===== config.mk =====
export PLATFORM = sky130hd
export DESIGN_NAME = dnf_cfg_flat
export DESIGN_NICKNAME = d
export VERILOG_FILES = /design/src/sv/dnf_pkg.sv /design/src/sv/dnf_if.sv /design/src/sv/dnf_cfg.sv /design/src/flat_wrapper.sv
export SDC_FILE = /design/constraint.sdc
export NUM_CORES = 1
export LEC_CHECK = 0
export ABC_AREA = 1
export BUFFER_PORTS_ARGS = -buffer_cell sky130_fd_sc_hd__buf_2
export CORE_ASPECT_RATIO = 0.6
export CORE_UTILIZATION = 40
export DETAILED_ROUTE_END_ITERATION = 6
export GPL_TIMING_DRIVEN = 0
export HOLD_SLACK_MARGIN = 0.1
export PLACE_DENSITY_LB_ADDON = 0.08
export SYNTH_ARGS = -nofsm -noshare
export SYNTH_HDL_FRONTEND = slang
export SYNTH_SLANG_ARGS = --single-unit
export TNS_END_PERCENT = 10

===== constraint.sdc =====
create_clock -name clk -period 1.45 [get_ports clk]
set_input_delay 0.435 -clock clk [delete_from_list [all_inputs] [get_ports clk]]
set_output_delay 0.435 -clock clk [all_outputs]
set_load 0.05 [all_outputs]

===== src/sv/dnf_pkg.sv =====
package dnf_pkg;

  // Field widths of the item, result and configuration beats.
  localparam int CMD_W      = 2;
  localparam int LAYER_W    = 2;
  localparam int NODE_W     = 4;
  localparam int VALUE_W    = 16;
  localparam int ACT_W      = 15;
  localparam int SIZE_W     = 5;
  localparam int COUNT_W    = 3;
  localparam int CFG_IDX_W  = 3;
  localparam int CFG_DATA_W = 5;

  // Product of two Q8.8 values and the sum of up to sixteen of them.
  localparam int PROD_W = 32;
  localparam int ACC_W  = 36;

  // Number of entries in the size table: input plus up to four layers.
  localparam int SIZE_SLOTS = 5;

  // Item commands.
  localparam logic [CMD_W-1:0] CMD_WEIGHT  = 2'd0;
  localparam logic [CMD_W-1:0] CMD_BIAS    = 2'd1;
  localparam logic [CMD_W-1:0] CMD_FEATURE = 2'd2;
  localparam logic [CMD_W-1:0] CMD_RUN     = 2'd3;

  // Configuration register indexes.
  localparam logic [CFG_IDX_W-1:0] REG_LAYER_COUNT       = 3'd0;
  localparam logic [CFG_IDX_W-1:0] REG_SIZE_IN           = 3'd1;
  localparam logic [CFG_IDX_W-1:0] REG_SIZE_HIDDEN_ONE   = 3'd2;
  localparam logic [CFG_IDX_W-1:0] REG_SIZE_HIDDEN_TWO   = 3'd3;
  localparam logic [CFG_IDX_W-1:0] REG_SIZE_HIDDEN_THREE = 3'd4;
  localparam logic [CFG_IDX_W-1:0] REG_SIZE_OUT          = 3'd5;

  localparam logic [COUNT_W-1:0] RESET_LAYERS = 3'd2;
  localparam logic [SIZE_W-1:0]  RESET_SIZE   = 5'd2;

  // Largest activation after saturation.
  localparam logic [ACT_W-1:0] ACT_MAX = 15'h7fff;

  // Network shape after clamping: layer count and node count of every stage.
  typedef struct packed {
    logic [COUNT_W-1:0]                     layers;
    logic [SIZE_SLOTS-1:0][SIZE_W-1:0]      size;
  } shape_t;

  // Commands from the controller to the datapath.
  typedef struct packed {
    logic               load;
    logic               issue;
    logic               first;
    logic               last;
    logic [LAYER_W-1:0] layer;
    logic [NODE_W-1:0]  src;
    logic [NODE_W-1:0]  node;
    logic               from_feat;
    logic               wr_sel;
    logic               rd_sel;
    logic               out_load;
    logic               out_last;
  } dp_cmd_t;

endpackage


===== src/sv/dnf_if.sv =====


// Configuration write channel.
interface dnf_cfg_if;
  import dnf_pkg::*;
  logic                  valid;
  logic                  ready;
  logic [CFG_IDX_W-1:0]  index;
  logic [CFG_DATA_W-1:0] data;

  modport source (output valid, index, data, input ready);
  modport sink (input valid, index, data, output ready);
endinterface


===== src/sv/dnf_cfg.sv =====
module dnf_cfg #(
  parameter int MAX_NODES         = 16,
  parameter int MAX_WEIGHT_LAYERS = 4
) (
  input  logic            clk,
  input  logic            rst,
  dnf_cfg_if.sink         cfg,
  output dnf_pkg::shape_t shape
);
  import dnf_pkg::*;

  localparam int NODE_CAP  = (MAX_NODES < 16) ? MAX_NODES : 16;
  localparam int LAYER_CAP = (MAX_WEIGHT_LAYERS < 4) ? MAX_WEIGHT_LAYERS : 4;
  localparam logic [SIZE_W-1:0]  SIZE_CAP  = SIZE_W'(NODE_CAP);
  localparam logic [COUNT_W-1:0] COUNT_CAP = COUNT_W'(LAYER_CAP);

  logic [COUNT_W-1:0] layer_count;
  logic [SIZE_W-1:0]  size_in;
  logic [SIZE_W-1:0]  size_hidden_one;
  logic [SIZE_W-1:0]  size_hidden_two;
  logic [SIZE_W-1:0]  size_hidden_three;
  logic [SIZE_W-1:0]  size_out;

  function automatic logic [SIZE_W-1:0] clamp_size(input logic [SIZE_W-1:0] s);
    logic [SIZE_W-1:0] r;
    r = s;
    if (s == '0) begin
      r = SIZE_W'(1);
    end else if (s > SIZE_CAP) begin
      r = SIZE_CAP;
    end
    return r;
  endfunction

  // Writes are always taken.
  assign cfg.ready = 1'b1;

  // Register file.
  always_ff @(posedge clk) begin
    if (rst) begin
      layer_count       <= RESET_LAYERS;
      size_in           <= RESET_SIZE;
      size_hidden_one   <= RESET_SIZE;
      size_hidden_two   <= RESET_SIZE;
      size_hidden_three <= RESET_SIZE;
      size_out          <= RESET_SIZE;
    end else if (cfg.valid) begin
      case (cfg.index)
        REG_LAYER_COUNT:       layer_count       <= cfg.data[COUNT_W-1:0];
        REG_SIZE_IN:           size_in           <= cfg.data;
        REG_SIZE_HIDDEN_ONE:   size_hidden_one   <= cfg.data;
        REG_SIZE_HIDDEN_TWO:   size_hidden_two   <= cfg.data;
        REG_SIZE_HIDDEN_THREE: size_hidden_three <= cfg.data;
        REG_SIZE_OUT:          size_out          <= cfg.data;
        default: ;
      endcase
    end
  end

  // Clamped shape; the output size takes the slot right after the last hidden layer.
  always_comb begin
    logic [COUNT_W-1:0] lay;
    lay = layer_count;
    if (layer_count == '0) begin
      lay = COUNT_W'(1);
    end else if (layer_count > COUNT_CAP) begin
      lay = COUNT_CAP;
    end
    shape.layers    = lay;
    shape.size[0]   = clamp_size(size_in);
    shape.size[1]   = clamp_size(size_hidden_one);
    shape.size[2]   = clamp_size(size_hidden_two);
    shape.size[3]   = clamp_size(size_hidden_three);
    shape.size[4]   = clamp_size(size_out);
    shape.size[lay] = clamp_size(size_out);
  end

endmodule


===== src/flat_wrapper.sv =====
// flat-port wrapper written by rule: the top's interface ports become plain ports
module dnf_cfg_flat import dnf_pkg::*;
#(
  parameter int MAX_NODES         = 16,
  parameter int MAX_WEIGHT_LAYERS = 4
)
  (clk, rst, shape, cfg_valid, cfg_index, cfg_data, cfg_ready);
  dnf_cfg_if cfg_i ();
  input  logic clk;
  input  logic rst;
  output dnf_pkg::shape_t shape;
  input wire logic [$bits(cfg_i.valid)-1:0] cfg_valid;
  input wire logic [$bits(cfg_i.index)-1:0] cfg_index;
  input wire logic [$bits(cfg_i.data)-1:0] cfg_data;
  output wire logic [$bits(cfg_i.ready)-1:0] cfg_ready;
  assign cfg_i.valid = cfg_valid;
  assign cfg_i.index = cfg_index;
  assign cfg_i.data = cfg_data;
  assign cfg_ready = cfg_i.ready;
  dnf_cfg #(.MAX_NODES(MAX_NODES), .MAX_WEIGHT_LAYERS(MAX_WEIGHT_LAYERS)) u_core (.clk(clk), .rst(rst), .cfg(cfg_i), .shape(shape));
endmodule

### Word level (Yosys, flattened, before mapping)

Index checks and enable logic that the tools add are counted.

| word-level totals | value |
|---|---|
| flip-flop bits (word level) | 28 |
| input port bits | 11 |
| output and inout bits | 29 |
| logic and storage cells | 48 |

| cells by class | value |
|---|---|
| muxes and demuxes | 15 |
| reduce and logical (&&, ||, !) cells | 14 |
| magnitude comparators | 8 |
| eq/ne operators | 5 |

Operators by type and width:

| kind | count |
|---|---|
| $mux W5 | 11 |
| $bwmux W25 | 1 |
| $gt A5 B5 Y1 const B | 5 |
| $logic_not A5 Y1 | 5 |
| $demux W5 S3 | 1 |
| $reduce_and A2 Y1 | 6 |
| $eq A3 B2 Y1 const B | 2 |
| $eq A3 B3 Y1 const B | 2 |
| $logic_not A3 Y1 | 2 |
| $mux W3 | 2 |
| $lt A3 B4 Y1 const B | 1 |
| $eq A3 B1 Y1 const B | 1 |
| $ge A3 B1 Y1 const B | 1 |
| $gt A3 B3 Y1 const B | 1 |
| $logic_and A1 B1 Y1 | 1 |

### Longest topological paths before layout

Gate-level depths: netlist (run 1).

| logic depth | value |
|---|---|
| depth after elaboration | 8 |
| depth in mapped cells | 7 |

### Worst setup path before layout (run 1)

OpenSTA, ideal clock, no wires.

| timing path | value |
|---|---|
| path kind | flip-flop to output port |
| start point | reg u_core.layer_count[1] |
| end point | out shape[14] in the netlist's numbering |
| cell stages (with the launch flop) | 7 |
| data required time | 1015 ps |
| path buffers | 0 |
| setup slack | -842 ps |
| arrival | 1857 ps |
| cells stage by stage | dfxtp_1 inv_1 nor2_2 nand2_1 nand2_1 inv_1 nor2_1 |

RTL lines:

| element | RTL line | source |
|---|---|---|
| from (decl) | dnf_cfg.sv:17 | `logic [COUNT_W-1:0] layer_count;` |
| from (signal assigned) | dnf_cfg.sv:49 | `REG_LAYER_COUNT: layer_count <= cfg.data[COUNT_W-1:0];` |
| to (decl) | flat_wrapper.sv:11 | `output dnf_pkg::shape_t shape;` |

==> run metrics, run 1 <==
WP data arrival 1400 ps; Worst Setup End Kind output port; wire per inst 12.6 µm; Synth area leader dfxtp_1; final hold vios 0; Port Buffer Count 36; initial antenna violation count 0; cell row count 16; flop2flop setup slack 780 ps; Total Power 1.90 mW; clk_lat worst skew 280 ps; GR Util All Layers 0.233; fin util 0.650; largest net degree at the start of global routing 16; Seq cells post-synth 28; cell area after synthesis 1530 µm²; Inst Count DP roughly 330; mean post-synth cell area 6.17 µm²; Final Max Slew Viols 0; Root Driver clkbuf_8; CTS Hold Bufs 0; via count 1649; register share of total power 0.432; reg2reg start u_core.size_out[4]; Worst Path Required 1020 ps; fillcell total approximately 310; Crit Reg-Reg Endpoint u_core.size_out[4]; # diodes 0; DP HPWL 3.18 mm; Commonest cells post-synth nand2_1 (58), nor2_1 (55), inv_1 (34); Final WS setup -382 ps; Core Footprint 3440 µm²; drt pass-1 iters 5; post-synthesis sequential area ratio 0.367; GRT Max-Usage Layer met1; library cells used by synthesis 23; pre-CTS setup slack -380 ps; cell internal pwr 1.24 mW; critical path class reg2out; Async SR Flop Fraction 0; Area growth, synth to finish 46.5%; Hold Path End u_core.size_hidden_two[3]; synth top area cells dfxtp_1 (37%), nand2_1 (14%), nor2_1 (14%); htree depth 1; vias in the first global route 1510; post-synth net total 259; Num CTS Buffers 3; DRC viols 0; Final #Nets 304; routing usage on met3 0.0444; hold path cells 3; max_cap viols 0; top-count cell post-synth nand2_1; Die ar. 4080 µm²; EDFF count, synth 0; Leak 1.06 nW; top-level port count 40; Startpoint Class flip-flop; failing checks setup timing; Post-Route WL 4.24 mm; HP Class in2reg; Sink Count 28; Overflow after GRT 0; path depth of the worst reg2reg path 2; switch share 0.348; outcome finished with violations; FF/Latch Area 584 µm²; Die Wd roughly 82 µm; Pwr Density 847 nW/µm²; area of the multi-input gates 937 µm²; Clock transition at path regs ~100 ps; met2 GRT Util 0.331; HP Start cfg_data[3]; final critical-path required period 1830 ps; Max Freq approximately 550 MHz; DRT iter0 DRCs 78; crit-path max FO 5; RSZ-0062 raised after global routing true; Finished Layout Cells about 340; Peak VDD IR 550 µV; Synth top area share 0.367; Final Cycle Share 1.26; Syn Inst Count 248; Sw Pwr 0.659 mW; CTS tree built; starting density of the core 0.444; Synth Flop Type dfxtp_1; final setup fails 23; YS warnings 0; skew final 0 ps; via density per instance 4.89; Longest Clk Path Bufs 2; first-pass GRT wire length 7.15 mm; Final Wtd Congestion 0.797; Post-DRT Antenna Nets 0; clock network power share 0.260; Die Height 49.9 µm; Gate power share 0.308; met1 usage 0.359; layout cells sized above 1 0.387
[worst max path at each step]
stage                               start   endpoint  slack (ps)  cells past startpoint
floorplan           u_core.layer_count[1]  shape[14]        -250                      6
global placement    u_core.layer_count[2]   shape[7]        -340                      4
detailed placement  u_core.layer_count[2]   shape[7]        -380                      5
CTS                 u_core.layer_count[1]  shape[11]        -370                      7
global route        u_core.layer_count[1]  shape[13]        -450                      7
finish              u_core.layer_count[1]  shape[14]        -380                      7
[layer usage]
metal  wire [µm]  share of wire
met4          38         0.0090
met1        2260           0.53
met3         233          0.055
met2        1710           0.40
met5           0              0
[state kept, by name, indices dropped and copies added (netlist names)]
| name | flops |
|---|---|
| u_core.size_hidden_three | 5 |
| u_core.layer_count | 3 |
| u_core.size_out | 5 |
| u_core.size_in | 5 |
| u_core.size_hidden_one | 5 |
| u_core.size_hidden_two | 5 |
[critical path, cell delays in order, from the launching register on]
cell and delay, ps:
dfxtp_4 400, inv_2 50, nor2_4 130, nand2_4 100
nor2_4 150, buf_6 120, nor2_4 30, buf_8 140
[placed cells by master, fill, tap and decap left out, drive strengths merged]
cell    netlist  layout
a21boi        1       1
a21oi         7       7
buf           5      45
clkbuf        4       8
clkinv        3       3
conb          1       1
dfxtp        28      28
inv          37      37
nand2        61      61
nand3        12      12
nand4         6       6
nor2         62      62
o21ai        16      16
o21bai        2       2
o22ai         3       3
[timing repair]
item	in CTS	in global routing
setup buffers	2	3
pin swaps	7	5
setup endpoints to repair	28	28
gates resized for setup	78	19
[cells by family (layout without fill, tap and decap cells)]
group,Yosys count,in the layout,share of synthesized area
simple gates,141,141,0.393
buf+inv,49,93,0.136
compound gates,29,29,0.102
flops,28,28,0.367
other cells,1,1,0.00245
[stage by stage]
step	TNS, ps	hold WS, ps	area (µm²)
3_3_place_gp	-3600	460	1870
5_1_grt	-7680	473	2240
3_5_place_dp	-3760	478	1870
4_1_cts	-5930	451	2160
2_1_floorplan	-3790	442	1630
6_report	-6220	450	2240
[power groups by stage]
| stage | registers, mW | logic (mW) | clock network [mW] |
|---|---|---|---|
| 2_1_floorplan | 0.829 | 0.372 | 0 |
| 3_3_place_gp | 0.835 | 0.473 | 0 |
| 3_5_place_dp | 0.836 | 0.475 | 0 |
| 4_1_cts | 0.821 | 0.553 | 0.500 |
| 5_1_grt | 0.824 | 0.623 | 0.531 |
| 6_report | 0.820 | 0.583 | 0.493 |
[area by class of cell]
class | instances | area share
inverter | 40 | 0.0693
multi-input combinational | 171 | 0.418
timing repair buffer | 41 | 0.179
clock buffer | 4 | 0.0246
sequential | 28 | 0.261
tap | 45 | 0.0251
buffer | 8 | 0.0229
Power figures use the tool's default switching activity.
==> inputs of run 2 (changes only) <==
--- a/config.mk
+++ b/config.mk
@@ -5,7 +5,6 @@
 export SDC_FILE = /design/constraint.sdc
 export NUM_CORES = 1
 export LEC_CHECK = 0
-export ABC_AREA = 1
 export BUFFER_PORTS_ARGS = -buffer_cell sky130_fd_sc_hd__buf_2
 export CORE_ASPECT_RATIO = 0.6
 export CORE_UTILIZATION = 40
==> run 2 against run 1 <==
Effect of this change:
- the flow still finishes with violations (setup timing)
- routed wire length down 9.6%
- sequential power fell by 2%
- via count shrank 22%
- design area is 2.0% lower
- clock power fell by 16%
- critical endpoint is now shape[5]
- highest routed layer unchanged
==> run metrics, run 2 <==
DP HPWL 2.73 mm; Num CTS Buffers 3; CTS tree built; Peak VDD IR 393 µV; via density per instance approximately 5.2; largest net degree at the start of global routing 15; HP Class in2reg; failing checks setup timing; htree depth 1; Seq cells post-synth 28; Pwr Density 751 nW/µm²; switch share 0.310; Die ar. around 3800 µm²; library cells used by synthesis 29; Final Cycle Share 1.36; Async SR Flop Fraction 0; most common cell after layout, fill and taps aside nor2_1; post-synthesis sequential area ratio 0.392; Max Freq 508 MHz; Final #Nets 214; vias in the first global route ~1300; max_cap viols 0; slew margin rel. 0.644; Inst Count DP approximately 240; Finished Layout Cells 246; CP Buf/Inv Count 1; Total Power 1.65 mW; Synth Flop Type dfxtp_1; skew final 0 ps; cell internal pwr between 1 and 1.5 mW; first-pass GRT wire length 6.38 mm; Longest Clk Path Bufs 2; Leak 0.901 nW; GR Util All Layers 0.219; Sum Neg Setup Slack -8150 ps; Startpoint Class flip-flop; Die Wd 79.2 µm; Area growth, synth to finish 53.5%; Port Buffer Count 37; top-level port count 40; initial antenna violation count 0; crit-path max FO 9; CTS Hold Bufs 0; wire per inst ~16 µm; Final Wtd Congestion 0.780; EDFF count, synth 0; RSZ-0062 raised after global routing true; register share of total power 0.488; Synth area leader dfxtp_1; worst-path cell chain or2_2 -> o211ai_1 -> o31ai_4 -> buf_4; Sw Pwr ~0.51 mW; Final WS setup -519 ps; Final Max Slew Viols 0; clk_lat worst skew between 200 and 300 ps; Overflow after GRT 0; final setup fails 23; Post-DRT Antenna Nets 0; Sink Count 28; Root Driver clkbuf_8; hold slack 458 ps; Least-Margin Pin Slew 534 ps; final critical-path required period around 2000 ps; drt pass-1 iters 4; YS warnings 0; mean post-synth cell area 9.29 µm²; DRC viols 0; Worst Setup End Kind output port; Post-Route WL approximately 3.8 mm; outcome finished with violations; Clock transition at path regs 90 ps; Synth top area share 0.392; clock network power share 0.252; critical path class reg2out; Worst Path Required 1020 ps; via count 1286; Commonest cells post-synth nor2_1 (30), dfxtp_1 (28), mux2i_1 (22); fin util 0.661; layout cells sized above 1 0.498; DRT iter0 DRCs 44; most frequent cells in the layout nor2_1 (27), mux2i_1 (22), dfxtp_1 (19); Syn Inst Count 154; Worst path max stage delay 400 ps; Core Footprint between 3000 and 4000 µm²; # diodes 0; starting density of the core 0.430; final hold vios 0; synth top area cells dfxtp_1 (39%), mux2i_1 (15%), nor2_1 (7.9%); Top delay family on crit path simple AND/OR/NAND/NOR gates; post-synth net total 165; top-count cell post-synth nor2_1; cell area after synthesis 1430 µm²; Gate power share 0.260; Crit-path slowest cell or2_2; Die Height 48.3 µm; WP data arrival 1530 ps; cell row count 16
-- run 2: cell count changes in the layout (fill, tap and decap cells not counted), sizes merged, moves of 9 or more --
cell	change
nor2	-32
nand3	-12
inv	-32
nor2b	+12
mux2i	+22
o21ai	-16
nor3	+9
nand2	-61
-- run 2: through the flow --
step | cell area (µm²) | setup WS, ps
3_5_place_dp | 1860 | -423
3_3_place_gp | 1860 | -397
4_1_cts | 2130 | -529
6_report | 2200 | -519
2_1_floorplan | 1620 | -393
5_1_grt | 2200 | -572
-- run 2: kinds of logic (layout without fill, tap and decap cells) --
| kind of cell | after synthesis | in the layout | share of synthesized area |
|---|---|---|---|
| mux | 23 | 23 | 0.162 |
| compound gates | 24 | 24 | 0.132 |
| simple gates | 59 | 59 | 0.241 |
| buf+inv | 19 | 66 | 0.0700 |
| other cells | 1 | 1 | 0.00262 |
| flops | 28 | 28 | 0.392 |
-- run 2: cell type report --
cell class	instances	area [µm²]
inverters	6	31.3
fillers	272	1130
flip-flops and latches	28	584
repair buffers	45	418
plain buffers	12	82.6
well taps	45	56.3
clock buffers	3	41.3
multi-input cells	107	982
-- run 2: timing repair --
| item | in CTS | in global routing |
|---|---|---|
| hold endpoints to repair | 0 | 0 |
| endpoints found under the setup margin | 26 | 28 |
| setup buffers | 6 | 2 |
| resized for setup | 60 | 16 |
| pin swaps | 5 | 6 |
-- run 2: final timing paths --
check | start | slack, ps | depth (start not counted) | end
max reg2reg | u_core.layer_count[1] | 580 | 2 | u_core.layer_count[1]
max | u_core.layer_count[2] | -520 | 4 | shape[5]
min reg2reg | u_core.size_in[0] | 510 | 2 | u_core.size_in[0]
min | cfg_data[1] | 460 | 2 | u_core.layer_count[1]
-- run 2: power groups by stage --
stage | registers [mW] | clock network (mW) | logic (mW)
after floorplan | 0.821 | 0 | 0.278
after global placement | 0.827 | 0 | 0.356
after detailed placement | 0.827 | 0 | 0.359
after CTS | 0.807 | 0.417 | 0.417
after global routing | 0.808 | 0.459 | 0.451
final | 0.805 | 0.415 | 0.429
-- run 2: layer usage --
metal,vias to the layer above,share of wire,track usage
met1,621,0.48,0.299
met3,2,0.038,0.0509
met5,-,0,0
li1,638,-,-
met4,0,0.0036,0.0424
met2,25,0.48,0.356
==> inputs of run 3 (changes only) <==
--- a/config.mk
+++ b/config.mk
@@ -6,8 +6,10 @@
 export NUM_CORES = 1
 export LEC_CHECK = 0
 export BUFFER_PORTS_ARGS = -buffer_cell sky130_fd_sc_hd__buf_2
+export CELL_PAD_IN_SITES_DETAIL_PLACEMENT = 1
+export CELL_PAD_IN_SITES_GLOBAL_PLACEMENT = 2
 export CORE_ASPECT_RATIO = 0.6
-export CORE_UTILIZATION = 40
+export CORE_UTILIZATION = 30
 export DETAILED_ROUTE_END_ITERATION = 6
 export GPL_TIMING_DRIVEN = 0
 export HOLD_SLACK_MARGIN = 0.1
==> run 3 against run 2 <==
Effect of this change:
- the run still ends with setup timing left
- critical path depth increased by 1
- sequential cell count unchanged
- critical endpoint is now shape[13]
- via count increased by 3.7%
- core utilization decreased by 17 points
- highest routed layer unchanged
- sequential share of layout area decreased by 0.77 points
- sequential power about the same
- final cell count increased by 8.5%
- routed wire length increased by 23%
==> run metrics, run 3 (synthesis results as in run 2) <==
Max Freq 507 MHz; Post-Route WL 4.74 mm; hold slack approximately 480 ps; final setup fails 22; cell row count 19; Final #Nets 216; wire per inst 17.7 µm; DRC viols 0; CP Buf/Inv Count 2; Root Driver clkbuf_8; starting density of the core 0.313; Leak about 0.9 nW; Crit-path slowest cell dfxtp_2; via density per instance 5.00; Sink Count 28; Core Footprint 4560 µm²; worst setup path start u_core.layer_count[2]; first-pass GRT wire length 7.87 mm; Post-DRT Antenna Nets 0; final critical-path required period 1970 ps; Final Max Slew Viols 0; # diodes 0; Inst Count DP 254; crit-path max FO 6; Top delay family on crit path simple AND/OR/NAND/NOR gates; initial antenna violation count 0; Sum Neg Setup Slack -8410 ps; skew final 0 ps; most frequent cells in the layout nor2_1 (27), mux2i_1 (22), dfxtp_1 (19); Port Buffer Count 37; Area growth, synth to finish 58.1%; slew margin rel. 0.630; placed cell areas 1890 µm²; Peak VDD IR approximately 360 µV; most common cell after layout, fill and taps aside nor2_1; flop2flop setup slack 590 ps; worst-path cell chain nand2b_4 -> buf_4 -> nor3_4 -> a22o_4 -> buf_8; HP Class in2reg; layout cells sized above 1 0.505; drt pass-1 iters 4; Die ar. 5060 µm²; Final Cycle Share 1.36; Die Height 55.5 µm; Startpoint Class flip-flop; GR Util All Layers 0.203; outcome finished with violations; clk_lat worst skew about 270 ps; Finished Layout Cells 267; failing checks setup timing; htree depth 1; Clock transition at path regs ~100 ps; Worst Path Required 1020 ps; Overflow after GRT 0; max_cap viols 0; Worst path max stage delay 340 ps; Final WS setup -522 ps; fillcell total about 520; top-level port count 40; Final Wtd Congestion 0.742; Longest Clk Path Bufs 2; Pwr Density between 700 and 800 nW/µm²; final hold vios 0; HP Start cfg_data[1]; Least-Margin Pin Slew ~560 ps; Num CTS Buffers 3; Worst Setup End Kind output port; DP HPWL between 3 and 4 mm; post-route cell area 2260 µm²; critical path class reg2out; largest net degree at the start of global routing 16; via count ~1300; CTS tree built; WP data arrival 1540 ps; RSZ-0062 raised after global routing true; Total Power roughly 1.8 mW; vias in the first global route around 1400; Die Wd just over 90 µm; reg2reg start u_core.size_hidden_three[1]; DRT iter0 DRCs 65
-- run 3: changes by cell type in the layout (fill, tap and decap cells not counted), sizes merged --
| cell | before | now |
|---|---|---|
| buf | 51 | 53 |
| clkbuf | 9 | 10 |
-- run 3: worst paths after layout --
check	endpoint	depth (start not counted)
worst max-delay path	shape[13]	5
worst min-delay path	u_core.layer_count[1]	2
worst max register to register	u_core.size_hidden_three[1]	2
worst min register to register	u_core.size_hidden_one[0]	2
-- run 3: final cells by class --
class,instances,area [µm²],area share
Buffer,12,82.6,0.0365
Inverter,6,31.3,0.0138
Sequential cell,28,584,0.258
Timing Repair Buffer,47,447,0.198
Tap cell,63,78.8,0.0349
Clock buffer,4,55.1,0.0243
Multi-Input combinational cell,107,982,0.434
-- run 3: worst reg2reg max path, stage by stage, from the launching register on --
cell,delay (ps)
dfxtp_1,350
nor2b_2,160
a211o_1,250
-- run 3: stage by stage --
stage | worst slack (ps) | util
2_1_floorplan | -393 | -
6_report | -522 | 0.495
4_1_cts | -542 | 0.488
3_3_place_gp | -410 | 0.413
3_5_place_dp | -440 | 0.413
5_1_grt | -596 | 0.495
-- run 3: timing repair --
item                       in CTS  in global routing
buffers inserted               10                  0
pin swaps                       6                  4
hold buffers                    0                  0
setup endpoints to repair      27                 28
gates resized for setup        69                 11
-- run 3: per-layer routing --
metal / part of all wire / vias to the layer above / track usage
met1: 0.47 / 673 / 0.266
met2: 0.49 / 18 / 0.352
met5: 0 / - / 0
met4: 0.0074 / 0 / 0.0431
met3: 0.027 / 4 / 0.0386
li1: - / 639 / -
-- run 3: power by group --
group	total, mW	internal [mW]	switching, mW	leakage, nW
clock	0.493	0.243	0.250	0.0288
sequential	0.806	0.781	0.0247	0.230
combinational	0.452	0.180	0.272	0.663
total	1.75	1.20	0.547	0.922
