### src/sv/dnf_pkg.sv
package dnf_pkg;

  // Field widths of the item, result and configuration beats.
  localparam int CMD_W      = 2;
  localparam int LAYER_W    = 2;
  localparam int NODE_W     = 4;
  localparam int VALUE_W    = 16;
  localparam int ACT_W      = 15;
  localparam int SIZE_W     = 5;
  localparam int COUNT_W    = 3;
  localparam int CFG_IDX_W  = 3;
  localparam int CFG_DATA_W = 5;

  // Product of two Q8.8 values and the sum of up to sixteen of them.
  localparam int PROD_W = 32;
  localparam int ACC_W  = 36;

  // Number of entries in the size table: input plus up to four layers.
  localparam int SIZE_SLOTS = 5;

  // Item commands.
  localparam logic [CMD_W-1:0] CMD_WEIGHT  = 2'd0;
  localparam logic [CMD_W-1:0] CMD_BIAS    = 2'd1;
  localparam logic [CMD_W-1:0] CMD_FEATURE = 2'd2;
  localparam logic [CMD_W-1:0] CMD_RUN     = 2'd3;

  // Configuration register indexes.
  localparam logic [CFG_IDX_W-1:0] REG_LAYER_COUNT       = 3'd0;
  localparam logic [CFG_IDX_W-1:0] REG_SIZE_IN           = 3'd1;
  localparam logic [CFG_IDX_W-1:0] REG_SIZE_HIDDEN_ONE   = 3'd2;
  localparam logic [CFG_IDX_W-1:0] REG_SIZE_HIDDEN_TWO   = 3'd3;
  localparam logic [CFG_IDX_W-1:0] REG_SIZE_HIDDEN_THREE = 3'd4;
  localparam logic [CFG_IDX_W-1:0] REG_SIZE_OUT          = 3'd5;

  localparam logic [COUNT_W-1:0] RESET_LAYERS = 3'd2;
  localparam logic [SIZE_W-1:0]  RESET_SIZE   = 5'd2;

  // Largest activation after saturation.
  localparam logic [ACT_W-1:0] ACT_MAX = 15'h7fff;

  // Network shape after clamping: layer count and node count of every stage.
  typedef struct packed {
    logic [COUNT_W-1:0]                     layers;
    logic [SIZE_SLOTS-1:0][SIZE_W-1:0]      size;
  } shape_t;

  // Commands from the controller to the datapath.
  typedef struct packed {
    logic               load;
    logic               issue;
    logic               first;
    logic               last;
    logic [LAYER_W-1:0] layer;
    logic [NODE_W-1:0]  src;
    logic [NODE_W-1:0]  node;
    logic               from_feat;
    logic               wr_sel;
    logic               rd_sel;
    logic               out_load;
    logic               out_last;
  } dp_cmd_t;

endpackage

### src/sv/dnf_ctrl.sv
module dnf_ctrl (
  input  logic                      clk,
  input  logic                      rst,
  input  dnf_pkg::shape_t           shape,
  input  logic                      item_valid,
  input  logic [dnf_pkg::CMD_W-1:0] item_command,
  output logic                      item_ready,
  output logic                      result_valid,
  input  logic                      result_ready,
  output dnf_pkg::dp_cmd_t          cmd
);
  import dnf_pkg::*;

  localparam logic [1:0] S_IDLE  = 2'd0;
  localparam logic [1:0] S_CALC  = 2'd1;
  localparam logic [1:0] S_DRAIN = 2'd2;
  localparam logic [1:0] S_EMIT  = 2'd3;

  // Cycles from the last issue of a layer until its last result is in the buffer.
  localparam int DRAIN_CYCLES = 4;
  localparam int DC_W = $clog2(DRAIN_CYCLES);

  logic [1:0]         state;
  logic [LAYER_W-1:0] layer;
  logic [SIZE_W-1:0]  node_cnt;
  logic [SIZE_W-1:0]  src_cnt;
  logic [SIZE_W-1:0]  out_cnt;
  logic [DC_W-1:0]    drain_cnt;
  logic               out_valid;

  logic [SIZE_W-1:0]  in_size;
  logic [SIZE_W-1:0]  out_size;
  logic               last_src;
  logic               last_node;
  logic               last_out;
  logic               last_layer;
  logic               emit_go;

  // Sizes of the layer at work.
  assign in_size    = shape.size[COUNT_W'(layer)];
  assign out_size   = shape.size[COUNT_W'(layer) + COUNT_W'(1)];
  assign last_src   = (src_cnt == in_size - SIZE_W'(1));
  assign last_node  = (node_cnt == out_size - SIZE_W'(1));
  assign last_out   = (out_cnt == out_size - SIZE_W'(1));
  assign last_layer = (COUNT_W'(layer) + COUNT_W'(1) == shape.layers);
  assign emit_go    = (state == S_EMIT) && (!out_valid || result_ready);

  assign item_ready   = (state == S_IDLE);
  assign result_valid = out_valid;

  // Command word to the datapath.
  always_comb begin
    cmd           = '0;
    cmd.load      = (state == S_IDLE) && item_valid && (item_command != CMD_RUN);
    cmd.issue     = (state == S_CALC);
    cmd.first     = (src_cnt == '0);
    cmd.last      = last_src;
    cmd.layer     = layer;
    cmd.node      = node_cnt[NODE_W-1:0];
    cmd.wr_sel    = layer[0];
    cmd.out_load  = emit_go;
    cmd.out_last  = last_out;
    if (state == S_EMIT) begin
      cmd.src       = out_cnt[NODE_W-1:0];
      cmd.from_feat = 1'b0;
      cmd.rd_sel    = layer[0];
    end else begin
      cmd.src       = src_cnt[NODE_W-1:0];
      cmd.from_feat = (layer == '0);
      cmd.rd_sel    = ~layer[0];
    end
  end

  // Sequencer: layers, nodes, sources, then the output nodes.
  always_ff @(posedge clk) begin
    if (rst) begin
      state     <= S_IDLE;
      layer     <= '0;
      node_cnt  <= '0;
      src_cnt   <= '0;
      out_cnt   <= '0;
      drain_cnt <= '0;
    end else begin
      case (state)
        S_IDLE: begin
          if (item_valid && item_command == CMD_RUN) begin
            state    <= S_CALC;
            layer    <= '0;
            node_cnt <= '0;
            src_cnt  <= '0;
          end
        end
        S_CALC: begin
          if (last_src) begin
            src_cnt <= '0;
            if (last_node) begin
              node_cnt  <= '0;
              drain_cnt <= '0;
              state     <= S_DRAIN;
            end else begin
              node_cnt <= node_cnt + SIZE_W'(1);
            end
          end else begin
            src_cnt <= src_cnt + SIZE_W'(1);
          end
        end
        S_DRAIN: begin
          if (drain_cnt == DC_W'(DRAIN_CYCLES - 1)) begin
            if (last_layer) begin
              out_cnt <= '0;
              state   <= S_EMIT;
            end else begin
              layer <= layer + LAYER_W'(1);
              state <= S_CALC;
            end
          end else begin
            drain_cnt <= drain_cnt + DC_W'(1);
          end
        end
        S_EMIT: begin
          if (emit_go) begin
            out_cnt <= out_cnt + SIZE_W'(1);
            if (last_out) begin
              state <= S_IDLE;
            end
          end
        end
        default: begin
          state <= S_IDLE;
        end
      endcase
    end
  end

  // Result register valid flag.
  always_ff @(posedge clk) begin
    if (rst) begin
      out_valid <= 1'b0;
    end else if (emit_go) begin
      out_valid <= 1'b1;
    end else if (result_ready) begin
      out_valid <= 1'b0;
    end
  end

endmodule

### config.mk
export PLATFORM = sky130hd
export DESIGN_NAME = dnf_ctrl
export DESIGN_NICKNAME = d
export VERILOG_FILES = /design/src/sv/dnf_pkg.sv /design/src/sv/dnf_ctrl.sv
export SDC_FILE = /design/constraint.sdc
export NUM_CORES = 1
export LEC_CHECK = 0
export ABC_CLOCK_PERIOD_IN_PS = 3100
export BUFFER_PORTS_ARGS = -buffer_cell sky130_fd_sc_hd__buf_2
export CAP_MARGIN = 20
export CELL_PAD_IN_SITES_DETAIL_PLACEMENT = 1
export CELL_PAD_IN_SITES_GLOBAL_PLACEMENT = 1
export CORE_AREA = 2 2 92 72
export DETAILED_ROUTE_END_ITERATION = 16
export DIE_AREA = 0 0 94 74
export MAX_ROUTING_LAYER = met4
export PLACE_DENSITY_LB_ADDON = 0.1
export SETUP_SLACK_MARGIN = 0.2
export SYNTH_ARGS = -nofsm -noshare
export SYNTH_HDL_FRONTEND = slang
export SYNTH_SLANG_ARGS = --single-unit
### constraint.sdc
create_clock -name clk -period 3.1 [get_ports clk]
set_input_delay 0.31 -clock clk [delete_from_list [all_inputs] [get_ports clk]]
set_output_delay 0.31 -clock clk [all_outputs]
set_load 0.01 [all_outputs]
* After elaboration in Yosys (flattened, before gate mapping) *
Cells that the tools add are included.

word-level totals
  register bits = 22
  input port bits = 34
  output and inout bits = 21
  logic and storage cells = 92

operators by class
  add/subtract/negate cells = 8
  order comparisons = 2
  eq/ne operators = 19
  multiplexer cells = 35
  bitwise logic cells = 1
  reduce and logical (&&, ||, !) cells = 20

operator list
  cell                                                         count
  two-way mux 5 bit                                            9
  case mux 5 bit (2 select lines)                              3
  two-way mux 2 bit                                            13
  adder 5 x 1 -> 5 bit (second input constant)                 3
  binary-select mux 5 bit (select 3 bit)                       1
  == test 5 bit                                                3
  inequality test 2 bit (second input constant)                7
  AND reduction 4 bit                                          3
  binary-select mux 5 bit (select 2 bit)                       1
  nonzero test 2 bit                                           5
  subtractor 5 x 1 -> 5 bit (second input constant)            2
  == test 2 bit (second input constant)                        4
  case mux 2 bit (2 select lines)                              2
  case mux 2 bit (4 select lines)                              1
  inequality test 2 x 1 -> 1 bit (second input constant)       3
  AND reduction 6 bit                                          1
  logical NOT 5 bit                                            1
  adder 2 x 1 -> 2 bit (second input constant)                 2
  logical AND 1 bit                                            4
  logical NOT 2 bit                                            2
  less-than comparator 2 x 4 -> 1 bit (second input constant)  1
  less-than comparator 3 x 4 -> 1 bit (second input constant)  1
  two-way mux 1 bit                                            4
  two-way mux 4 bit                                            1
  8 further kinds                                              8

* Logic depth before layout (Yosys ltp) *
Gate-level depths: netlist of run 1.

  word-level depth = 8
  mapped depth = 13
  gate-level depth less buffers = 11

* Least setup slack after synthesis of run 1 *
OpenSTA, ideal clock, no wires.

  path type = reg-to-reg
  start point = register layer[0]
  end point = register state[1]
  setup time = 0.116 ns
  arrival time = 2.939 ns
  required time = 2.984 ns
  setup slack = 0.045 ns
  cell stages (with the launch flop) = 14
  cell sequence = dfxtp_1 buf_6 inv_1 ha_1 buf_4 and3b_1 a31oi_1 a2bb2oi_2 ha_1 xor2_1 xnor2_1 nor4_4 o2111ai_1 a41o_1

on the way
  longest elaborated chain between the ends = 7
  elaborated cells between the ends (all ways) = 18
  classes of those cells = add/sub (3); eq/ne (7); mux (7); reduce/logical (1)

RTL lines
  element                                  line             RTL
  start, declared                          dnf_ctrl.sv:24   logic [LAYER_W-1:0] layer;
  start signal, assigned                   dnf_ctrl.sv:113  layer <= layer + LAYER_W'(1);
  adder 2 x 1 -> 3 bit                     dnf_ctrl.sv:41   assign out_size = shape.size[COUNT_W'(layer) + COUNT_W'(1)];
  binary-select mux 5 bit (select 3 bit)   dnf_ctrl.sv:41
  two-way mux 5 bit (implied by the code)  dnf_ctrl.sv:41
  subtractor 5 x 1 -> 5 bit                dnf_ctrl.sv:44   assign last_out = (out_cnt == out_size - SIZE_W'(1));
  == test 5 bit                            dnf_ctrl.sv:44
  net last_out                             dnf_ctrl.sv:35   logic last_out;
  inequality test 2 bit (no source line)   --
  AND reduction 6 bit (no source line)     --
  end signal, assigned                     dnf_ctrl.sv:77   state <= S_IDLE;
  end signal, assigned                     dnf_ctrl.sv:87   state <= S_CALC;
  end signal, assigned                     dnf_ctrl.sv:99   state <= S_DRAIN;
  end, declared                            dnf_ctrl.sv:23   logic [1:0] state;

The timed path passes the listed nets, and every way through them passes these cells. The select of a mux whose other input is x is not followed.
A chain may end at the register's enable or synchronous reset.

==> metrics.log, run 1 <==
INFO  metric synth_seq_cells = 22
INFO  metric post_synthesis_instance_area = 2130 um2
INFO  metric multi_input_comb_area = 1670 um2
INFO  metric starting_utilization_of_the_core_area = 34.9%
INFO  metric final-max-slew-violation-count = 0
INFO  metric routed_via_density = 5.15
INFO  metric globalRouteMet3Util = 3.04%
INFO  metric cts_hold_buffers = 0
INFO  metric synth.distinct_cells = 56
INFO  metric groute.usage.overall = 19.7%
INFO  metric die_h = 74 um
INFO  metric total_clock_buffers_created_by_cts = 3
INFO  metric slew-limit-headroom = 73.4%
INFO  metric startpoint_types = register
INFO  metric asyncSetResetFlopFracSynth = 0%
INFO  metric io_pins = 55
INFO  metric clock-root-buffer = sky130_fd_sc_hd__clkbuf_8
INFO  metric detail_route.wirelength = 6450 um
INFO  metric crit_slowest_cell = sky130_fd_sc_hd__dfxtp_4
INFO  metric post_synth_and_or_nand_nor_area_fraction = 21.2%
INFO  metric worst_setup_hold_path_clk_slew = 0.10 ns
INFO  metric synth_edf_count = 0
INFO  metric finalCriticalPeriod = 2.99 ns
INFO  metric number_of_design_rule_violations_left_after_detail_routing = 0
INFO  metric cp-end-kind = output port
INFO  metric most_frequent_standard_cell_in_the_layout_excluding_fill_and_tap_cells = sky130_fd_sc_hd__buf_2
INFO  metric synth_fp_nets = 282
INFO  metric vias = 2003
INFO  metric switching_power = 0.204 mW
INFO  metric synth_seq_area_share = 20.7%
INFO  metric cp_top_family = simple AND/OR/NAND/NOR gates
INFO  metric cts_tree = yes
INFO  metric overflow = 0
INFO  metric syn_avg_cell_area = 8.91 um2
INFO  metric fin_util = 46.0%
INFO  metric vdd_drop_max = 0.143 mV
INFO  metric power.sequential.fraction = 42.3%
INFO  metric crit_fanout = 5
INFO  metric dp_hpwl = 5040 um
INFO  metric grt_antenna_before_repair = 0
INFO  metric power_switching_share = 29.9%
INFO  metric synth_top_family_by_area = simple AND/OR/NAND/NOR gates
INFO  metric critPathMaxStageDelay = 0.40 ns
INFO  metric fillers = 730
INFO  metric synth-main-ff-cell = sky130_fd_sc_hd__dfxtp_1
INFO  metric fin_nets = 352
INFO  metric outcome = finished clean
INFO  metric post_route_cells_drive_above_1_share = 42.9%
INFO  metric rsz0062_at_grt = yes
INFO  metric worstMarginPinSlew = 0.398 ns
INFO  metric synth_compound_gate_area_share = 14.4%
INFO  metric synth_cells = 239
INFO  metric max_freq = 334 MHz
INFO  metric met2_usage = 29.9%
INFO  metric io_buffers = 54
INFO  metric vias_in_the_first_global_route = 1927
INFO  metric num_antenna_cells = 0
INFO  metric critical_path.most_common_cell = sky130_fd_sc_hd__ha_4
INFO  metric adder_cell_share_of_the_synthesized_area = 5.29%
INFO  metric max_cap_violations = 0
INFO  metric grt_use_met1 = 28.5%
INFO  metric wl_per_cell = 16.6 um
INFO  metric cp.required = 2.79 ns
INFO  metric ff_latch_area = 448 um2
INFO  metric most-common-layout-cells = sky130_fd_sc_hd__buf_2 (55), sky130_fd_sc_hd__buf_4 (24), sky130_fd_sc_hd__dfxtp_1 (20), sky130_fd_sc_hd__nor2_1 (18)
INFO  metric holdCritPathClass = primary input to register
INFO  metric share_clk_of_total_power = 33.0%
INFO  metric internal-power = 0.478 mW
INFO  metric core_area = 6100 um2
INFO  metric ant_nets = 0
INFO  metric cp.buffers_inverters = 3
INFO  metric power_density = 243 nW/um2
INFO  metric grt_start_max_net_pins = 13
INFO  metric p_total = 0.682 mW
INFO  metric min_period_over_period = 96.5%
INFO  metric numClockSinks = 22
INFO  metric clkLatencyLatePin = 0.28 ns
INFO  metric wire_length_of_the_first_global_routing_pass = 10200 um
INFO  metric first_pass_iters = 4
INFO  metric yosysWarningCount = 0
INFO  metric gp_congestion = 0.775
INFO  metric fin_worst_skew = 0.0148 ns
INFO  metric crit_path_cell_trace = clkinvlp_4 > ha_4 > buf_6 > and3b_1 > a31oi_1 > a2bb2oi_2 > ha_4 > xor2_1 > nand2_1 > nor4_4 > buf_2
INFO  metric fp_rows = 25
INFO  metric post_synth_mux_area_share = 16.2%
INFO  metric htreeDepth = 1
INFO  metric fp.dieW = 94 um
INFO  metric timing.final.setup_violations = 0
INFO  metric final_hold_viol_count = 0
INFO  metric synthToLayoutAreaGrowth = 31.8%
INFO  metric initialDrtViolationCount = 86
INFO  metric arrival = 2.68 ns
INFO  metric comb_power_share = 24.7%
INFO  metric grt_most_used_layer = met2
INFO  metric die_area = 6960 um2
INFO  metric synth_xor_area_share = 14.7%
INFO  metric p_leak = 1.15 nW
INFO  metric clock_path_buffers = 2
INFO  metric setup.worst_path.class = register to output port
## power groups by stage
stage	clock, mW	sequential, mW	combinational (mW)
detailed placement	0	0.296	0.150
finish	0.225	0.289	0.168
floorplan	0	0.294	0.0979
global placement	0	0.296	0.149
CTS	0.233	0.289	0.153
global route	0.242	0.289	0.187
## registers in the layout, indices dropped and copies added (netlist names)
name / flops
drain_cnt: 2
layer: 2
node_cnt: 5
out_cnt: 5
result_valid: 1
src_cnt: 5
state: 2
## logic make-up after synthesis
group,count (synthesis)
adders and majority gates,9
buffers and inverters,29
muxes,25
xor gates and xnor gates,31
DFF,22
AOI/OAI and AO/OA,42
and+or+nand+nor,81
## timing repair
item,4_1_cts,5_1_grt
pin swaps,3,8
resized for setup,3,23
buffers inserted,6,16
setup endpoints to repair,11,12
## layer usage
layer / vias to the layer above / wire length [um] / share of wire (%)
met1: 964 / 3260 / 51
met3: 8 / 269 / 4.2
met2: 40 / 2850 / 44
met4: 0 / 73 / 1.1
li1: 991 / - / -
met5: - / 0 / 0
## path summary, 6_finish.rpt
| path | start | endpoint | slack [ns] | cells after the start |
|---|---|---|---|---|
| worst max-delay path | layer[0]$_SDFFE_PP0P_ | cmd[0] | 0.11 | 11 |
| worst min-delay path | rst | drain_cnt[1]$_SDFFE_PP0P_ | 0.32 | 2 |
| worst max register to register | layer[0]$_SDFFE_PP0P_ | drain_cnt[1]$_SDFFE_PP0P_ | 0.17 | 12 |
| worst min register to register | drain_cnt[0]$_SDFFE_PP0P_ | drain_cnt[0]$_SDFFE_PP0P_ | 0.49 | 1 |
## area by class of cell
type                       instances  area share, %
multi-input combinational        188           59.3
timing repair buffer              82           17.4
sequential                        22           16.0
tap                               81           3.61
clock buffer                       4           1.96
inverter                          12           1.74
## cell usage after synthesis, types with 4 or more instances
library cell,n,area (um2)
sky130_fd_sc_hd__nand4_1,4,25.0
sky130_fd_sc_hd__buf_4,10,75.1
sky130_fd_sc_hd__nor3_1,4,20.0
sky130_fd_sc_hd__inv_1,12,45.0
sky130_fd_sc_hd__nand2_1,15,56.3
sky130_fd_sc_hd__nand2b_1,4,25.0
sky130_fd_sc_hd__mux4_2,7,158
sky130_fd_sc_hd__nand3_1,9,45.0
sky130_fd_sc_hd__xor2_1,11,96.3
sky130_fd_sc_hd__mux2i_1,13,130
sky130_fd_sc_hd__or3_1,4,25.0
sky130_fd_sc_hd__a21oi_1,9,45.0
sky130_fd_sc_hd__nor2_1,19,71.3
sky130_fd_sc_hd__nor2b_1,7,43.8
sky130_fd_sc_hd__o21ai_0,8,40.0
sky130_fd_sc_hd__dfxtp_1,22,440
sky130_fd_sc_hd__ha_1,9,113
sky130_fd_sc_hd__xnor2_1,17,149
sky130_fd_sc_hd__mux2_2,5,56.3
## per-stage QoR
step	worst slack, ns	instances	hold WS [ns]	setup TNS, ns	cell area, um2
final	0.110	389	0.321	0	2810
after global routing	-0.0274	389	0.343	-0.0274	2810
after CTS	0.0568	373	0.325	0	2590
after detailed placement	0.120	363	0.479	0	2470
after global placement	0.179	363	0.481	0	2470
after floorplan	0.220	239	0.438	0	2180
(Power assumes the default switching activity.)
==> inputs of run 2 (changes only) <==
CORE_AREA = 2 2 80 82   (was 2 2 92 72)
CTS_BUF_LIST = sky130_fd_sc_hd__clkbuf_4 sky130_fd_sc_hd__clkbuf_8 sky130_fd_sc_hd__clkbuf_16   (was default)
DIE_AREA = 0 0 82 84   (was 0 0 94 74)
==> run 2 against run 1 <==
  * Cell count fell by 1.0%
  * Sequential share of layout area fell by 0.68 points
  * Non-clock buffer count did not move
  * Cell area rose by 4.5%
  * Setup slack improved by 0.015 ns
  * Via count rose by 0.85%
  * Clock power rose by 8%
  * Critical path type unchanged
  * Critical endpoint unchanged
==> metrics.log, run 2 (synthesis gave the netlist of run 1 again) <==
INFO  metric detail_route.wirelength = 6640 um (+3.0%)
INFO  metric fin_nets = 352 (unchanged)
INFO  metric power_density = 244 nW/um2 (+0.51%)
INFO  metric die_area = 6890 um2 (-0.98%)
INFO  metric fin_util = 48.1% (+2.1 points)
INFO  metric critPathMaxStageDelay = 0.38 ns (-0.02 ns)
INFO  metric dp_hpwl = 4890 um (-3.0%)
INFO  metric starting_utilization_of_the_core_area = 34.9% (about the same)
INFO  metric wire_length_of_the_first_global_routing_pass = 10100 um (-0.94%)
INFO  metric setup.worst_path.class = register to output port
INFO  metric wl_per_cell = 17.2 um (+4.0%)
INFO  metric die_h = 84 um (+14%)
INFO  metric final_hold_viol_count = 0 (unchanged)
INFO  metric synthToLayoutAreaGrowth = 37.7%
INFO  metric cts_hold_buffers = 0 (unchanged)
INFO  metric p_leak = 1.17 nW (+1.3%)
INFO  metric startpoint_types = register
INFO  metric htreeDepth = 1 (unchanged)
INFO  metric grt_antenna_before_repair = 0 (unchanged)
INFO  metric max_cap_violations = 0 (unchanged)
INFO  metric tns = 0 ns (unchanged)
INFO  metric ff2ff_path_depth = 13 (+1)
INFO  metric most_frequent_standard_cell_in_the_layout_excluding_fill_and_tap_cells = sky130_fd_sc_hd__buf_2
INFO  metric ant_nets = 0 (unchanged)
INFO  metric holdWs = 0.371 ns (+0.0497 ns)
INFO  metric max_freq = 336 MHz (+0.51%)
INFO  metric most-common-layout-cells = sky130_fd_sc_hd__buf_2 (54), sky130_fd_sc_hd__buf_4 (23), sky130_fd_sc_hd__dfxtp_1 (20), sky130_fd_sc_hd__nor2_1 (18)
INFO  metric clkLatencyLatePin = 0.26 ns (-0.02 ns)
INFO  metric worst_setup_hold_path_clk_slew = 0.09 ns (about the same)
INFO  metric cp-end-kind = output port
INFO  metric finalCriticalPeriod = 2.97 ns (-0.0151 ns)
INFO  metric crit_fanout = 6 (+1)
INFO  metric groute.usage.overall = 19.5% (-0.24 points)
INFO  metric crit_path_cell_trace = clkinvlp_4 > ha_4 > buf_12 > clkinvlp_4 > a31oi_4 > a2bb2oi_4 > ha_4 > nand3_4 > xnor2_2 > nor4_4 > buf_2
INFO  metric fp_rows = 29 (+16%)
INFO  metric crit_slowest_cell = sky130_fd_sc_hd__dfxtp_4
INFO  metric post_route_cells_drive_above_1_share = 45.5% (+2.6 points)
INFO  metric vias_in_the_first_global_route = 2039 (+5.8%)
INFO  metric worstMarginPinSlew = 0.552 ns (+0.154 ns)
INFO  metric min_period_over_period = 96.0% (-0.49 points)
INFO  metric clock_path_buffers = 2 (unchanged)
INFO  metric vdd_drop_max = 0.215 mV (+51%)
INFO  metric worstHoldPathCells = 2 (unchanged)
INFO  metric routed_via_density = 5.25 (+1.9%)
INFO  metric fin_worst_skew = 0.00132 ns (-0.0134 ns)
INFO  metric initialDrtViolationCount = 57 (-34%)
INFO  metric holdCritPathClass = primary input to register
INFO  metric clock-root-buffer = sky130_fd_sc_hd__clkbuf_8
INFO  metric io_buffers = 54 (unchanged)
INFO  metric io_pins = 55 (unchanged)
INFO  metric outcome = finished clean
INFO  metric cts_tree = yes
INFO  metric cp.required = 2.79 ns (about the same)
INFO  metric timing.final.setup_violations = 0 (unchanged)
INFO  metric vias = 2020 (+0.85%)
INFO  metric gp_congestion = 0.785 (+1.3%)
INFO  metric first_pass_iters = 4 (unchanged)
INFO  metric number_of_design_rule_violations_left_after_detail_routing = 0 (unchanged)
INFO  metric rsz0062_at_grt = yes
INFO  metric worst-r2r-setup-slack = 0.19 ns (+0.02 ns)
INFO  metric fp.dieW = 82 um (-13%)
INFO  metric numClockSinks = 22 (unchanged)
INFO  metric core_area = 6100 um2 (about the same)
INFO  metric grt_start_max_net_pins = 14 (+1)
INFO  metric registers_with_the_highest_flip_flop_counts = node_cnt (5), out_cnt (5), src_cnt (5)
INFO  metric num_antenna_cells = 0 (unchanged)
INFO  metric final-max-slew-violation-count = 0 (unchanged)
INFO  metric total_clock_buffers_created_by_cts = 3 (unchanged)
INFO  metric slew-limit-headroom = 63.2% (-10 points)
INFO  metric arrival = 2.66 ns (-0.02 ns)
INFO  metric overflow = 0 (unchanged)
[run 2: cell count changes in the layout (fill, tap and decap cells not counted), sizes merged]
cell | previous run | this run
clkinvlp | 1 | 2
inv | 11 | 10
[run 2: where the power goes]
| group | leakage (nW) | switching, mW | internal, mW |
|---|---|---|---|
| logic | 0.956 | 0.0959 | 0.0885 |
| registers | 0.179 | 0.00522 | 0.283 |
| clock network | 0.0339 | 0.103 | 0.140 |
| total | 1.17 | 0.204 | 0.512 |
[run 2: final cells by class]
type | instances | area [um2]
fillers | 737 | 3160
multi-input cells | 188 | 1750
repair buffers | 82 | 517
flip-flops and latches | 22 | 448
well taps | 77 | 96.3
clock buffers | 4 | 66.3
inverters | 12 | 52.6
[run 2: through the flow]
step	power, mW	instances	setup slack [ns]	area [um2]
6_report	0.716	385	0.125	2930
5_1_grt	0.751	385	0.0196	2930
4_1_cts	0.701	376	0.0912	2690
3_5_place_dp	0.446	359	0.157	2470
3_3_place_gp	0.444	359	0.195	2470
2_1_floorplan	0.391	239	0.220	2180
[run 2: timing repair]
action                     4_1_cts  5_1_grt
pin swaps                        7       23
resized for setup               10       34
setup endpoints to repair       11       13
setup buffers                   13        9
hold endpoints to repair         0        0
[run 2: per-layer routing]
| layer | global-route usage [%] | vias to the layer above | wire length, um |
|---|---|---|---|
| li1 | - | 997 | - |
| met1 | 24.6 | 982 | 2990 |
| met2 | 32.7 | 37 | 3380 |
| met3 | 2.38 | 4 | 207 |
| met4 | 4.85 | 0 | 61 |
| met5 | - | - | 0 |
[run 2: worst max-delay path, delay by kind of cell (launching register included)]
| kind | cells | cell delay [ns] |
|---|---|---|
| fa+ha+maj | 2 | 0.49 |
| compound gates | 2 | 0.40 |
| flops | 1 | 0.38 |
| buf+inv | 4 | 0.53 |
| simple gates | 2 | 0.42 |
| xor+xnor | 1 | 0.16 |
[run 2: path summary, 6_finish.rpt]
check                                               start                         to
worst max register to register      layer[0]$_SDFFE_PP0P_   node_cnt[2]$_SDFFE_PP0P_
worst min register to register  drain_cnt[0]$_SDFFE_PP0P_  drain_cnt[0]$_SDFFE_PP0P_
worst max-delay path                layer[0]$_SDFFE_PP0P_                     cmd[0]
worst min-delay path                                  rst  drain_cnt[1]$_SDFFE_PP0P_
